## config.mk

```make
export PLATFORM = sky130hd
export DESIGN_NAME = byte_diff_run_delta_encoder_core
export DESIGN_NICKNAME = d
export VERILOG_FILES = /design/src/design/bdrd_pkg.sv /design/src/design/bdrd_front.sv /design/src/design/bdrd_queue.sv /design/src/design/bdrd_back.sv /design/src/design/byte_diff_run_delta_encoder_core.sv
export SDC_FILE = /design/constraint.sdc
export NUM_CORES = 1
export LEC_CHECK = 0
export BUFFER_PORTS_ARGS = -buffer_cell sky130_fd_sc_hd__buf_2
export CAP_MARGIN = 20
export CELL_PAD_IN_SITES_DETAIL_PLACEMENT = 1
export CELL_PAD_IN_SITES_GLOBAL_PLACEMENT = 2
export CORE_ASPECT_RATIO = 1.25
export CORE_MARGIN = 2
export CORE_UTILIZATION = 43
export CTS_BUF_LIST = sky130_fd_sc_hd__clkbuf_8
export CTS_CLUSTER_SIZE = 28
export DETAILED_ROUTE_END_ITERATION = 10
export HOLD_SLACK_MARGIN = 0.08
export PLACE_DENSITY = 0.78
export SYNTH_ARGS = -nofsm -noshare
export SYNTH_HDL_FRONTEND = slang
export SYNTH_SLANG_ARGS = --single-unit
```

## constraint.sdc

```tcl
create_clock -name aclk -period 6.7 [get_ports aclk]
set_clock_uncertainty 0.15 [all_clocks]
set_input_delay 1.34 -clock aclk [delete_from_list [all_inputs] [get_ports aclk]]
set_output_delay 1.34 -clock aclk [all_outputs]
set_load 0.05 [all_outputs]
```

## src/design/bdrd_pkg.sv

```systemverilog
// Shared types and constants of the byte difference run delta encoder.
// No dependencies; every other design file refers to it by scoped names.
package bdrd_pkg;

    // Result record kinds, carried on m_tuser
    localparam logic [1:0] KIND_DATA  = 2'd0;
    localparam logic [1:0] KIND_CLOSE = 2'd1;
    localparam logic [1:0] KIND_DONE  = 2'd2;

    // Run counter width and saturation value
    localparam int          RUN_TOTAL_W   = 15;
    localparam logic [14:0] RUN_TOTAL_MAX = 15'h7FFF;

    // Configuration port
    localparam int          APB_ADDR_W       = 3;
    localparam logic [0:0]  REG_SNAPSHOT_KEY = 1'b0;

    // Command queue between front and back end
    localparam int QUEUE_DEPTH = 4;
    localparam int QPTR_W      = 2;
    localparam int QCNT_W      = 3;

    typedef struct packed {
        logic full;
        logic empty;
    } queue_status_t;

endpackage

```

## src/design/bdrd_front.sv

```systemverilog
// Front end: accepts byte pairs, tracks run state and issues one command per
// item that has results. Uses bdrd_pkg for queue status and run constants.
module bdrd_front #(
    parameter int MAX_FRAME_BYTES = 262144,
    parameter int MERGE_GAP       = 8,
    localparam int POS_W     = ($clog2(MAX_FRAME_BYTES) > 0) ? $clog2(MAX_FRAME_BYTES) : 1,
    localparam int GC_W      = ($clog2(MERGE_GAP) > 0) ? $clog2(MERGE_GAP) : 1,
    localparam int GAP_DEPTH = (MERGE_GAP > 1) ? MERGE_GAP - 1 : 1,
    localparam int CMD_W     = GC_W + GAP_DEPTH * 8 + 1 + 8 + 1 + POS_W + POS_W + 1 + 1
                               + bdrd_pkg::RUN_TOTAL_W
) (
    input  logic                    aclk,
    input  logic                    aresetn,
    input  logic                    s_tvalid,
    output logic                    s_tready,
    input  logic [15:0]             s_tdata,   // current_byte [7:0], reference_byte [15:8]
    input  logic                    s_tlast,   // frame_end
    input  bdrd_pkg::queue_status_t q_status,
    output logic                    push,
    output logic [CMD_W-1:0]        cmd
);

    localparam int GI_W = ($clog2(GAP_DEPTH) > 0) ? $clog2(GAP_DEPTH) : 1;
    localparam logic [POS_W-1:0] POS_LAST = POS_W'(MAX_FRAME_BYTES - 1);
    localparam logic [GC_W-1:0]  GAP_FULL = GC_W'(MERGE_GAP - 1);

    typedef struct packed {
        logic [GC_W-1:0]                gap_cnt;
        logic [GAP_DEPTH-1:0][7:0]      gap_bytes;
        logic                           emit_cur;
        logic [7:0]                     cur_byte;
        logic                           close;
        logic [POS_W-1:0]               start;
        logic [POS_W:0]                 length;
        logic                           done;
        logic [bdrd_pkg::RUN_TOTAL_W-1:0] total;
    } cmd_t;

    logic [POS_W-1:0]                 position_reg, position_next;
    logic                             run_open_reg, run_open_next;
    logic [POS_W-1:0]                 run_start_reg, run_start_next;
    logic [POS_W-1:0]                 last_diff_reg, last_diff_next;
    logic [GC_W-1:0]                  gap_count_reg, gap_count_next;
    logic [bdrd_pkg::RUN_TOTAL_W-1:0] runs_reg, runs_next;
    logic [GAP_DEPTH-1:0][7:0]        gap_mem_reg;

    logic       accept, last, diff, gap_full, open_mid, close, store;
    logic [7:0] cur_byte;
    logic [POS_W-1:0] start_now, lastd_now;
    logic [bdrd_pkg::RUN_TOTAL_W-1:0] runs_after;
    cmd_t       cmd_s;

    assign s_tready = !q_status.full;
    assign accept   = s_tvalid && s_tready;
    assign cur_byte = s_tdata[7:0];

    // Classify the item against the open run
    always_comb begin
        last     = s_tlast || (position_reg == POS_LAST);
        diff     = s_tdata[7:0] != s_tdata[15:8];
        gap_full = gap_count_reg >= GAP_FULL;
        open_mid = run_open_reg ? (diff || !gap_full) : diff;
        close    = (run_open_reg && !diff && gap_full) || (last && open_mid);
        store    = run_open_reg && !diff && !gap_full;
        start_now = run_open_reg ? run_start_reg : position_reg;
        lastd_now = diff ? position_reg : last_diff_reg;
        if (close && (runs_reg != bdrd_pkg::RUN_TOTAL_MAX)) begin
            runs_after = runs_reg + 1'b1;
        end else begin
            runs_after = runs_reg;
        end
    end

    // Command for the back end
    always_comb begin
        cmd_s.gap_cnt   = (run_open_reg && diff) ? gap_count_reg : '0;
        cmd_s.gap_bytes = gap_mem_reg;
        cmd_s.emit_cur  = diff;
        cmd_s.cur_byte  = cur_byte;
        cmd_s.close     = close;
        cmd_s.start     = start_now;
        cmd_s.length    = {1'b0, lastd_now} - {1'b0, start_now} + 1'b1;
        cmd_s.done      = last;
        cmd_s.total     = runs_after;
    end

    assign cmd  = cmd_s;
    assign push = accept && (diff || close || last);

    // Next state
    always_comb begin
        position_next  = last ? '0 : position_reg + 1'b1;
        runs_next      = last ? '0 : runs_after;
        run_open_next  = !last && open_mid;
        run_start_next = (!run_open_reg && diff) ? position_reg : run_start_reg;
        last_diff_next = diff ? position_reg : last_diff_reg;
        gap_count_next = (store && !last) ? gap_count_reg + 1'b1 : '0;
    end

    always_ff @(posedge aclk) begin
        if (!aresetn) begin
            position_reg  <= '0;
            run_open_reg  <= 1'b0;
            run_start_reg <= '0;
            last_diff_reg <= '0;
            gap_count_reg <= '0;
            runs_reg      <= '0;
        end else if (accept) begin
            position_reg  <= position_next;
            run_open_reg  <= run_open_next;
            run_start_reg <= run_start_next;
            last_diff_reg <= last_diff_next;
            gap_count_reg <= gap_count_next;
            runs_reg      <= runs_next;
        end
    end

    // Held equal bytes of the open run
    always_ff @(posedge aclk) begin
        if (accept && store) begin
            gap_mem_reg[gap_count_reg[GI_W-1:0]] <= cur_byte;
        end
    end

endmodule

```

## src/design/bdrd_queue.sv

```systemverilog
// Short command queue between front and back end, register based.
// Depth and pointer widths come from bdrd_pkg; payload width is a parameter.
module bdrd_queue #(
    parameter int WIDTH = 8
) (
    input  logic                    aclk,
    input  logic                    aresetn,
    input  logic                    push,
    input  logic [WIDTH-1:0]        push_data,
    input  logic                    pop,
    output logic [WIDTH-1:0]        head_data,
    output bdrd_pkg::queue_status_t status
);

    logic [bdrd_pkg::QUEUE_DEPTH-1:0][WIDTH-1:0] entry_reg;
    logic [bdrd_pkg::QPTR_W-1:0] wr_ptr_reg, rd_ptr_reg;
    logic [bdrd_pkg::QCNT_W-1:0] count_reg, count_next;

    assign status.full  = count_reg == bdrd_pkg::QCNT_W'(bdrd_pkg::QUEUE_DEPTH);
    assign status.empty = count_reg == '0;
    assign head_data    = entry_reg[rd_ptr_reg];

    // Occupancy
    always_comb begin
        unique case ({push, pop})
            2'b10:   count_next = count_reg + 1'b1;
            2'b01:   count_next = count_reg - 1'b1;
            default: count_next = count_reg;
        endcase
    end

    always_ff @(posedge aclk) begin
        if (!aresetn) begin
            wr_ptr_reg <= '0;
            rd_ptr_reg <= '0;
            count_reg  <= '0;
        end else begin
            count_reg <= count_next;
            if (push) begin
                wr_ptr_reg <= wr_ptr_reg + 1'b1;
            end
            if (pop) begin
                rd_ptr_reg <= rd_ptr_reg + 1'b1;
            end
        end
    end

    // Storage
    always_ff @(posedge aclk) begin
        if (push) begin
            entry_reg[wr_ptr_reg] <= push_data;
        end
    end

endmodule

```

## src/design/bdrd_back.sv

```systemverilog
// Back end: walks the head command and emits its records one per cycle into the
// output register unless the output stalls. Uses bdrd_pkg for record kinds, queue status.
module bdrd_back #(
    parameter int MAX_FRAME_BYTES = 262144,
    parameter int MERGE_GAP       = 8,
    localparam int POS_W     = ($clog2(MAX_FRAME_BYTES) > 0) ? $clog2(MAX_FRAME_BYTES) : 1,
    localparam int GC_W      = ($clog2(MERGE_GAP) > 0) ? $clog2(MERGE_GAP) : 1,
    localparam int GAP_DEPTH = (MERGE_GAP > 1) ? MERGE_GAP - 1 : 1,
    localparam int CMD_W     = GC_W + GAP_DEPTH * 8 + 1 + 8 + 1 + POS_W + POS_W + 1 + 1
                               + bdrd_pkg::RUN_TOTAL_W,
    localparam int RAW_W     = 8 + POS_W + POS_W + 1 + bdrd_pkg::RUN_TOTAL_W,
    localparam int TDATA_W   = ((RAW_W + 7) / 8) * 8
) (
    input  logic                    aclk,
    input  logic                    aresetn,
    input  logic [CMD_W-1:0]        head_data,
    input  bdrd_pkg::queue_status_t q_status,
    output logic                    pop,
    output logic                    m_tvalid,
    input  logic                    m_tready,
    output logic [TDATA_W-1:0]      m_tdata,  // data_byte, run_start, run_length, run_total
    output logic [1:0]              m_tuser,  // record_kind
    output logic                    m_tlast   // burst_last
);

    localparam int GI_W = ($clog2(GAP_DEPTH) > 0) ? $clog2(GAP_DEPTH) : 1;
    localparam int P_W  = $clog2(MERGE_GAP + 3);
    localparam int OFS_START  = 8;
    localparam int OFS_LENGTH = OFS_START + POS_W;
    localparam int OFS_TOTAL  = OFS_LENGTH + POS_W + 1;

    typedef struct packed {
        logic [GC_W-1:0]                gap_cnt;
        logic [GAP_DEPTH-1:0][7:0]      gap_bytes;
        logic                           emit_cur;
        logic [7:0]                     cur_byte;
        logic                           close;
        logic [POS_W-1:0]               start;
        logic [POS_W:0]                 length;
        logic                           done;
        logic [bdrd_pkg::RUN_TOTAL_W-1:0] total;
    } cmd_t;

    cmd_t               c;
    logic [P_W-1:0]     step_reg, step_next;
    logic               m_tvalid_reg, m_tlast_reg;
    logic [1:0]         m_tuser_reg;
    logic [TDATA_W-1:0] m_tdata_reg;

    logic [P_W-1:0]     n_gap, n_total, rest;
    logic               load, burst_end;
    logic [1:0]         kind_next;
    logic [TDATA_W-1:0] tdata_next;

    assign c    = head_data;
    assign load = !q_status.empty && (!m_tvalid_reg || m_tready);

    // Pick the record at the current step of the head command
    always_comb begin
        n_gap     = P_W'(c.gap_cnt);
        n_total   = n_gap + P_W'(c.emit_cur) + P_W'(c.close) + P_W'(c.done);
        rest      = step_reg - n_gap;
        burst_end = step_reg == (n_total - 1'b1);
        tdata_next = '0;
        priority if (step_reg < n_gap) begin
            kind_next        = bdrd_pkg::KIND_DATA;
            tdata_next[7:0]  = c.gap_bytes[step_reg[GI_W-1:0]];
        end else if (c.emit_cur && (rest == '0)) begin
            kind_next        = bdrd_pkg::KIND_DATA;
            tdata_next[7:0]  = c.cur_byte;
        end else if (c.close && (rest == P_W'(c.emit_cur))) begin
            kind_next = bdrd_pkg::KIND_CLOSE;
            tdata_next[OFS_START +: POS_W]    = c.start;
            tdata_next[OFS_LENGTH +: POS_W+1] = c.length;
        end else begin
            kind_next = bdrd_pkg::KIND_DONE;
            tdata_next[OFS_TOTAL +: bdrd_pkg::RUN_TOTAL_W] = c.total;
        end
        step_next = burst_end ? '0 : step_reg + 1'b1;
    end

    assign pop = load && burst_end;

    // Step counter and output valid
    always_ff @(posedge aclk) begin
        if (!aresetn) begin
            step_reg     <= '0;
            m_tvalid_reg <= 1'b0;
        end else begin
            if (load) begin
                step_reg     <= step_next;
                m_tvalid_reg <= 1'b1;
            end else if (m_tready) begin
                m_tvalid_reg <= 1'b0;
            end
        end
    end

    // Output payload
    always_ff @(posedge aclk) begin
        if (load) begin
            m_tdata_reg <= tdata_next;
            m_tuser_reg <= kind_next;
            m_tlast_reg <= burst_end;
        end
    end

    assign m_tvalid = m_tvalid_reg;
    assign m_tdata  = m_tdata_reg;
    assign m_tuser  = m_tuser_reg;
    assign m_tlast  = m_tlast_reg;

endmodule

```

## src/design/byte_diff_run_delta_encoder_core.sv

```systemverilog
// Byte difference run delta encoder. The first record of an item passes through the
// command queue and then the output register, which holds each record in turn.
// Takes one byte pair per cycle while items yield at most one record and m_tready holds;
// a multi-record item holds the back end, and a four-entry command queue absorbs it.
// aresetn is synchronous, active low: clears run state, queue and output valid.
// Depends on bdrd_pkg, bdrd_front, bdrd_queue and bdrd_back.
module byte_diff_run_delta_encoder_core #(
    parameter int MAX_FRAME_BYTES = 262144,
    parameter int MERGE_GAP       = 8,
    localparam int POS_W     = ($clog2(MAX_FRAME_BYTES) > 0) ? $clog2(MAX_FRAME_BYTES) : 1,
    localparam int RAW_W     = 8 + POS_W + POS_W + 1 + bdrd_pkg::RUN_TOTAL_W,
    localparam int TDATA_W   = ((RAW_W + 7) / 8) * 8
) (
    input  logic                          aclk,
    input  logic                          aresetn,
    // Input stream
    input  logic                          s_tvalid,
    output logic                          s_tready,
    input  logic [15:0]                   s_tdata,  // current_byte [7:0], reference_byte [15:8]
    input  logic                          s_tlast,  // frame_end
    // Result stream
    output logic                          m_tvalid,
    input  logic                          m_tready,
    output logic [TDATA_W-1:0]            m_tdata,  // data_byte, run_start, run_length, run_total
    output logic [1:0]                    m_tuser,  // record_kind
    output logic                          m_tlast,  // burst_last
    // Configuration
    input  logic                          psel,
    input  logic                          penable,
    input  logic                          pwrite,
    input  logic [bdrd_pkg::APB_ADDR_W-1:0] paddr,
    input  logic [31:0]                   pwdata,
    output logic [31:0]                   prdata,
    output logic                          pready
);

    localparam int GC_W      = ($clog2(MERGE_GAP) > 0) ? $clog2(MERGE_GAP) : 1;
    localparam int GAP_DEPTH = (MERGE_GAP > 1) ? MERGE_GAP - 1 : 1;
    localparam int CMD_W     = GC_W + GAP_DEPTH * 8 + 1 + 8 + 1 + POS_W + POS_W + 1 + 1
                               + bdrd_pkg::RUN_TOTAL_W;

    logic [31:0]             snapshot_key_reg;
    logic                    cfg_write, key_sel;
    logic                    push, pop;
    logic [CMD_W-1:0]        push_cmd, head_cmd;
    bdrd_pkg::queue_status_t q_status;

    // Configuration register
    assign pready    = 1'b1;
    assign key_sel   = paddr[2:2] == bdrd_pkg::REG_SNAPSHOT_KEY;
    assign cfg_write = psel && penable && pwrite && pready;
    assign prdata    = key_sel ? snapshot_key_reg : 32'd0;

    always_ff @(posedge aclk) begin
        if (!aresetn) begin
            snapshot_key_reg <= '0;
        end else if (cfg_write && key_sel) begin
            snapshot_key_reg <= pwdata;
        end
    end

    bdrd_front #(
        .MAX_FRAME_BYTES(MAX_FRAME_BYTES),
        .MERGE_GAP      (MERGE_GAP)
    ) u_front (
        .aclk    (aclk),
        .aresetn (aresetn),
        .s_tvalid(s_tvalid),
        .s_tready(s_tready),
        .s_tdata (s_tdata),
        .s_tlast (s_tlast),
        .q_status(q_status),
        .push    (push),
        .cmd     (push_cmd)
    );

    bdrd_queue #(
        .WIDTH(CMD_W)
    ) u_queue (
        .aclk     (aclk),
        .aresetn  (aresetn),
        .push     (push),
        .push_data(push_cmd),
        .pop      (pop),
        .head_data(head_cmd),
        .status   (q_status)
    );

    bdrd_back #(
        .MAX_FRAME_BYTES(MAX_FRAME_BYTES),
        .MERGE_GAP      (MERGE_GAP)
    ) u_back (
        .aclk     (aclk),
        .aresetn  (aresetn),
        .head_data(head_cmd),
        .q_status (q_status),
        .pop      (pop),
        .m_tvalid (m_tvalid),
        .m_tready (m_tready),
        .m_tdata  (m_tdata),
        .m_tuser  (m_tuser),
        .m_tlast  (m_tlast)
    );

`ifndef ASSERT_OFF
    // Frame done is always the final record of its item
    a_done_is_last: assert property (@(posedge aclk) disable iff (!aresetn)
        (m_tvalid && (m_tuser == bdrd_pkg::KIND_DONE)) |-> m_tlast)
        else $error("frame done record without burst_last");

    // Data records carry only the data byte
    a_data_clean: assert property (@(posedge aclk) disable iff (!aresetn)
        (m_tvalid && (m_tuser == bdrd_pkg::KIND_DATA)) |-> (m_tdata[TDATA_W-1:8] == '0))
        else $error("data record with nonzero run fields");

    // Queue occupancy flags stay consistent
    a_queue_flags: assert property (@(posedge aclk) disable iff (!aresetn)
        !(q_status.full && q_status.empty))
        else $error("command queue both full and empty");

    // Reset drops any pending result
    a_reset_clears: assert property (@(posedge aclk)
        !aresetn |=> !m_tvalid)
        else $error("result valid right after reset");
`endif

endmodule
```

==> results.toml, run 1 <==
[outcome]
outcome = "completed"

[placement]
portBuffers = 153
globalplace.congestion = 0.7376
placed_area_mm2 = 0.03123
dp_slack_ps = 547.6
place_hpwl_mm = 41.51
post-place-cells = 2772

[timing]
final_hold_viol_count = 0
slew_headroom = 0.2742
tightest_slew_ps = 1085
slew_viol_final = 0
fmax_mhz = 183.2
rsz0062_at_grt = "no"
finalSetupViolations = 0
setup_slack_ps = 1242
hold_ws_ps = 301.2
fin_crit_sh = 0.8147
setup_tns_ps = 0
fin_crit_ps = 5458

[logic_synthesis]
async_flop_share = 0
synthTopCellsByArea = "edfxtp_1, mux4_2, dfxtp_1"
synth.yosys.seq_area_share = 0.6990
synth_edf_count = 607
synth_top_area_share = 0.6194
syn_inst = 1810
synth_cell_types = 66
synth-seq-cells = 724
syn_area_mm2 = 0.02943
yosysTopAreaCell = "edfxtp_1"
synth-main-ff-cell = "edfxtp_1"
syn_area_per_cell_um2 = 16.26
yosys_warnings = 0

[clock_network]
ctsResizeCount = 0
holdBufCountCts = 0
clockRootBuffer = "clkbuf_8"
clock-sinks = 724
cts_tree = "yes"
clkTransAtPathRegs_ps = 60
numCtsBuffers = 111
clockBufferDepth = 3
cts_max_level = 3
clk_latency_ps = 720
post-cts-setup-buffer-count = 0

[die]
die_w_um = 238.0
design.die.area_mm2 = 0.07056
rows = 107
start_util = 0.4327
pin_count = 161
core_mm2 = 0.06801
die_y_um = 296.5

[detailed_routing]
drc = 0
drtIter0Drc = 765
wl_mm = 66.86
ant_nets = 0
via_count = 16110
dr.pass1.iters = 5
post_drt_wl_per_cell_um = 22.47
routed_via_density = 5.413

[cells_and_area]
finalNonFillerCells = 2976
fillers = 6620
final_area_mm2 = 0.03331
drive_above_1_share = 0.2441
layout.nets = 2129
area_delta_synth_final_pct = 13.18
largest_register_ffs = 488

[critical_path]
start_kind = "primary input"
crit_fanout = 19
end_kind = "flop"
worstPathArrival_ps = 5800
required_ps = 7040
critPathSlowestCell = "or4b_2"
r2r_slack_ps = 1670
cp_cell_sequence = "buf_2 -> xnor2_1 -> nand4_1 -> nor2_4 -> buf_4 -> mux2_2 -> ha_1 -> ha_1 -> inv_1 -> o21ba_2 -> a211oi_1 -> o41ai_2 -> or4b_2 -> o211ai_1"
critPathMostFrequentCell = "ha_1"
max_stage_delay_ps = 640
critPathKind = "primary input to flop"

[hold_path]
hold_class = "flop to flop"

[global_routing]
track_usage = 0.1928
grt_overflow_total = 0
grt_max_degree = 108
antenna_found_initial = 2
grt_pass1_vias = 17830
grt_first_pass_wirelength_mm = 103.2

[power]
peakVddDrop_uv = 165.0
p_per_area_mw_per_mm2 = 313.0
leakage_nw = 11.61

[run]
cap_violations = 0
## cells in the mapped netlist (34+ instances only)
cell type and count:
clkbuf_1 61, xnor2_1 34, mux4_2 130, inv_1 58, mux2i_1 48, nor2b_1 90
nor2_1 76, dfxtp_1 117, a21oi_1 74, ha_1 51, edfxtp_1 607, nand2_1 144
## where the power goes
part | internal (mW) | switching, mW
combinational | 0.501 | 1.19
sequential | 5.24 | 0.102
clock | 1.69 | 1.70
## worst paths after layout
| check | end | start | cells after the start |
|---|---|---|---|
| min | snapshot_key_reg[13]$_SDFFE_PN0P_ | snapshot_key_reg[13]$_SDFFE_PN0P_ | 2 |
| max | u_queue.entry_reg[153]$_DFFE_PP_ | s_tdata[6] | 14 |
| min reg2reg | snapshot_key_reg[13]$_SDFFE_PN0P_ | snapshot_key_reg[13]$_SDFFE_PN0P_ | 2 |
| max reg2reg | u_queue.count_reg[2]$_SDFFE_PN0P_ | u_queue.rd_ptr_reg[1]$_SDFFE_PN0P_ | 16 |
## cell usage in the layout, fill, tap and decap left out, types with 33 or more instances in the layout
master	count
edfxtp_1	607
xnor2_1	34
nor2b_1	90
clkbuf_8	120
nor2_1	73
ha_1	51
inv_1	97
a21oi_1	73
mux4_2	130
mux2i_1	48
nand3_1	33
nand2_1	144
buf_2	153
dfxtp_1	115
## metal layers
metal / track usage / wire, um / up-vias
li1: - / - / 7308
met1: 0.2307 / 27030 / 8362
met2: 0.3509 / 35320 / 338
met3: 0.03517 / 2916 / 100
met4: 0.06463 / 1575 / 2
met5: 0 / 11 / -
## kinds of logic (layout without fill, tap and decap cells)
group           count (synthesis)  count (layout)  share of synthesized area
fa+ha+maj                      56              56                    0.02509
other cells                     2               7                  0.0002552
mux                           197             197                     0.1231
compound gates                179             179                    0.03865
flops                         724             724                     0.6990
buf+inv                       160             449                    0.02253
xor+xnor                       61              61                    0.01862
simple gates                  431             431                    0.07279
## critical path: cells and delay by family
family / cells / cell delay (ps)
muxes: 1 / 350
xor gates and xnor gates: 1 / 160
and+or+nand+nor: 3 / 1560
adders and majority gates: 2 / 620
AOI/OAI and AO/OA: 4 / 1030
buffers and inverters: 3 / 710
## through the flow
step,util,total power [mW]
2_1_floorplan,-,6.657
3_3_place_gp,0.4587,7.105
3_5_place_dp,0.4593,7.160
4_1_cts,0.4892,10.57
5_1_grt,0.4897,10.84
6_report,0.4897,10.42
## layout make-up
cell class	count	area [um2]	share of cell area
Tap cell	872	1091	0.03276
Antenna cell	2	5.005	0.0001503
Sequential cell	724	20580	0.6178
Timing Repair Buffer	188	1122	0.03370
Clock inverter	81	387.9	0.01165
Clock buffer	120	1652	0.04959
Inverter	60	225.2	0.006762
Multi-Input combinational cell	929	8245	0.2476
Power figures use the tool's default switching activity.
==> run 2: changes to the inputs <==
--- a/config.mk
+++ b/config.mk
@@ -11,12 +11,12 @@
 export CELL_PAD_IN_SITES_GLOBAL_PLACEMENT = 2
 export CORE_ASPECT_RATIO = 1.25
 export CORE_MARGIN = 2
-export CORE_UTILIZATION = 43
+export CORE_UTILIZATION = 47
 export CTS_BUF_LIST = sky130_fd_sc_hd__clkbuf_8
 export CTS_CLUSTER_SIZE = 28
 export DETAILED_ROUTE_END_ITERATION = 10
 export HOLD_SLACK_MARGIN = 0.08
-export PLACE_DENSITY = 0.78
+export PLACE_DENSITY = 0.81
 export SYNTH_ARGS = -nofsm -noshare
 export SYNTH_HDL_FRONTEND = slang
 export SYNTH_SLANG_ARGS = --single-unit
==> constraint.sdc (replaced) <==
create_clock -name aclk -period 5.67 [get_ports aclk]
set_clock_uncertainty 0.15 [all_clocks]
set_input_delay 1.134 -clock aclk [delete_from_list [all_inputs] [get_ports aclk]]
set_output_delay 1.134 -clock aclk [all_outputs]
set_load 0.05 [all_outputs]
==> run 2 against run 1 <==
Total power is 19% higher. Critical path type unchanged. Hold slack got worse by 0.80 ps. Via count up 0.76%. Largest power group unchanged.
==> results.toml, run 2 (synthesized netlist as in run 1, its figures left out) <==
[clock_network]
clock-sinks = 724
clkTransAtPathRegs_ps = 60
post-cts-setup-buffer-count = 0
clockBufferDepth = 3
ctsResizeCount = 0
cts_tree = "yes"
cts_max_level = 3
clockRootBuffer = "clkbuf_8"
numCtsBuffers = 111
clk_latency_ps = 720
holdBufCountCts = 0

[detailed_routing]
drc = 0
dr.pass1.iters = 5
routed_via_density = 5.497
wl_mm = 68.14
drtIter0Drc = 930
via_count = 16230
ant_nets = 0
post_drt_wl_per_cell_um = 23.08

[critical_path]
r2r_slack_ps = 990
start_kind = "primary input"
critPathMostFrequentCell = "ha_1"
worstPathArrival_ps = 5260
cp_cell_sequence = "buf_2 -> xnor2_1 -> nand4_1 -> nor2_2 -> buf_12 -> mux2_2 -> ha_1 -> ha_1 -> nor2b_1 -> o2111ai_1 -> a211oi_1 -> o41ai_2 -> or4b_2 -> o211ai_1"
r2r-end = "u_queue.count_reg[2]$_SDFFE_PN0P_"
critical_path_buf_inv_count = 2
end_kind = "flop"
cp.depth = 14
required_ps = 6010
r2r_cells = 16
r2r_start = "u_queue.rd_ptr_reg[0]$_SDFFE_PN0P_"
critPathKind = "primary input to flop"
critPathSlowestCell = "or4b_2"
max_stage_delay_ps = 650
cp-startpoint = "s_tdata[4]"
crit_fanout = 28
cpLargestDelayFamily = "simple AND/OR/NAND/NOR gates"

[cells_and_area]
final_common_cell = "edfxtp_1"
fillers = 5887
drive_above_1_share = 0.2445
area_delta_synth_final_pct = 13.63
largest_register_ffs = 488
layout.nets = 2142
final_cell_mix = "edfxtp_1, buf_2, nand2_1"
fin_util = 0.5402

[power]
p_per_area_mw_per_mm2 = 371.1
pwr-share-comb = 0.163
internal-power_mw = 8.855
p_sw_frac = 0.2864
power.share.clock = 0.329
total_power_mw = 12.41
seqPwrFrac = 0.508
leakage_nw = 11.73
peakVddDrop_uv = 163.5
p_sw_mw = 3.554

[outcome]
outcome = "completed"

[die]
die_y_um = 283.8
start_util = 0.4754
pin_count = 161
rows = 102
die_w_um = 227.8
core_mm2 = 0.06190
design.die.area_mm2 = 0.06464

[timing]
slew_viol_final = 0
slew_headroom = 0.3517
rsz0062_at_grt = "no"
fin_crit_ps = 4921
fin_crit_sh = 0.8679
hold_ws_ps = 300.4
finalSetupViolations = 0
setup_tns_ps = 0
final_hold_viol_count = 0
tightest_slew_ps = 972.4
fmax_mhz = 203.2

[hold_path]
hold_depth = 2
min_to = "snapshot_key_reg[3]$_SDFFE_PN0P_"
min_from = "snapshot_key_reg[3]$_SDFFE_PN0P_"
hold_class = "flop to flop"

[placement]
place_hpwl_mm = 42.72
globalplace.congestion = 0.7372
portBuffers = 153

[global_routing]
antenna_found_initial = 1
grt_overflow_total = 0
grt_first_pass_wirelength_mm = 105.5
grt_pass1_vias = 18010
track_usage = 0.2140
grt_max_degree = 69

[run]
cap_violations = 0
==> run 2: power by group through the flow <==
stage | combinational (mW) | sequential [mW] | clock [mW]
finish | 2.02 | 6.31 | 4.08
global route | 2.15 | 6.34 | 4.43
CTS | 2.07 | 6.31 | 4.21
detailed placement | 2.07 | 6.43 | 0
global placement | 2.03 | 6.40 | 0
floorplan | 0.895 | 6.96 | 0
==> run 2: metal layers <==
| metal | track usage | wire [um] | up-vias |
|---|---|---|---|
| li1 | - | - | 7350 |
| met1 | 0.2465 | 26040 | 8455 |
| met2 | 0.4019 | 37660 | 332 |
| met3 | 0.03738 | 2894 | 95 |
| met4 | 0.06760 | 1549 | 0 |
| met5 | 0 | 0 | - |
==> run 2: how the worst max path moves through the flow <==
stage / end
after floorplan: u_queue.entry_reg[122]$_DFFE_PP_
after global routing: u_queue.entry_reg[275]$_DFFE_PP_
final: u_queue.entry_reg[275]$_DFFE_PP_
after global placement: u_queue.entry_reg[31]$_DFFE_PP_
after detailed placement: u_queue.entry_reg[397]$_DFFE_PP_
after CTS: u_queue.entry_reg[275]$_DFFE_PP_
==> run 2: metrics by stage <==
| step | setup WS, ps | instances | instance area, um2 |
|---|---|---|---|
| 3_3_place_gp | 151.9 | 2745 | 31320 |
| 2_1_floorplan | 291.2 | 1813 | 29440 |
| 6_report | 749.1 | 2953 | 33440 |
| 4_1_cts | 808.8 | 2951 | 33430 |
| 5_1_grt | 499.4 | 2953 | 33440 |
| 3_5_place_dp | 45.34 | 2746 | 31340 |
==> run 2: worst min-delay path, delay by kind of cell (launching register included) <==
kind             cells  cell delay [ps]
flip-flops           1              300
AND/OR/NAND/NOR      1               50
AO/OA/AOI/OAI        1               50
==> run 2: layout make-up <==
type,instances,area [um2],share of cell area
Antenna cell,2,5.005,0.0001497
Clock buffer,113,1555,0.04651
Clock inverter,92,535.5,0.01601
Inverter,60,225.2,0.006735
Multi-Input combinational cell,929,8242,0.2465
Sequential cell,724,20580,0.6154
Tap cell,832,1041,0.03113
Timing Repair Buffer,201,1259,0.03764
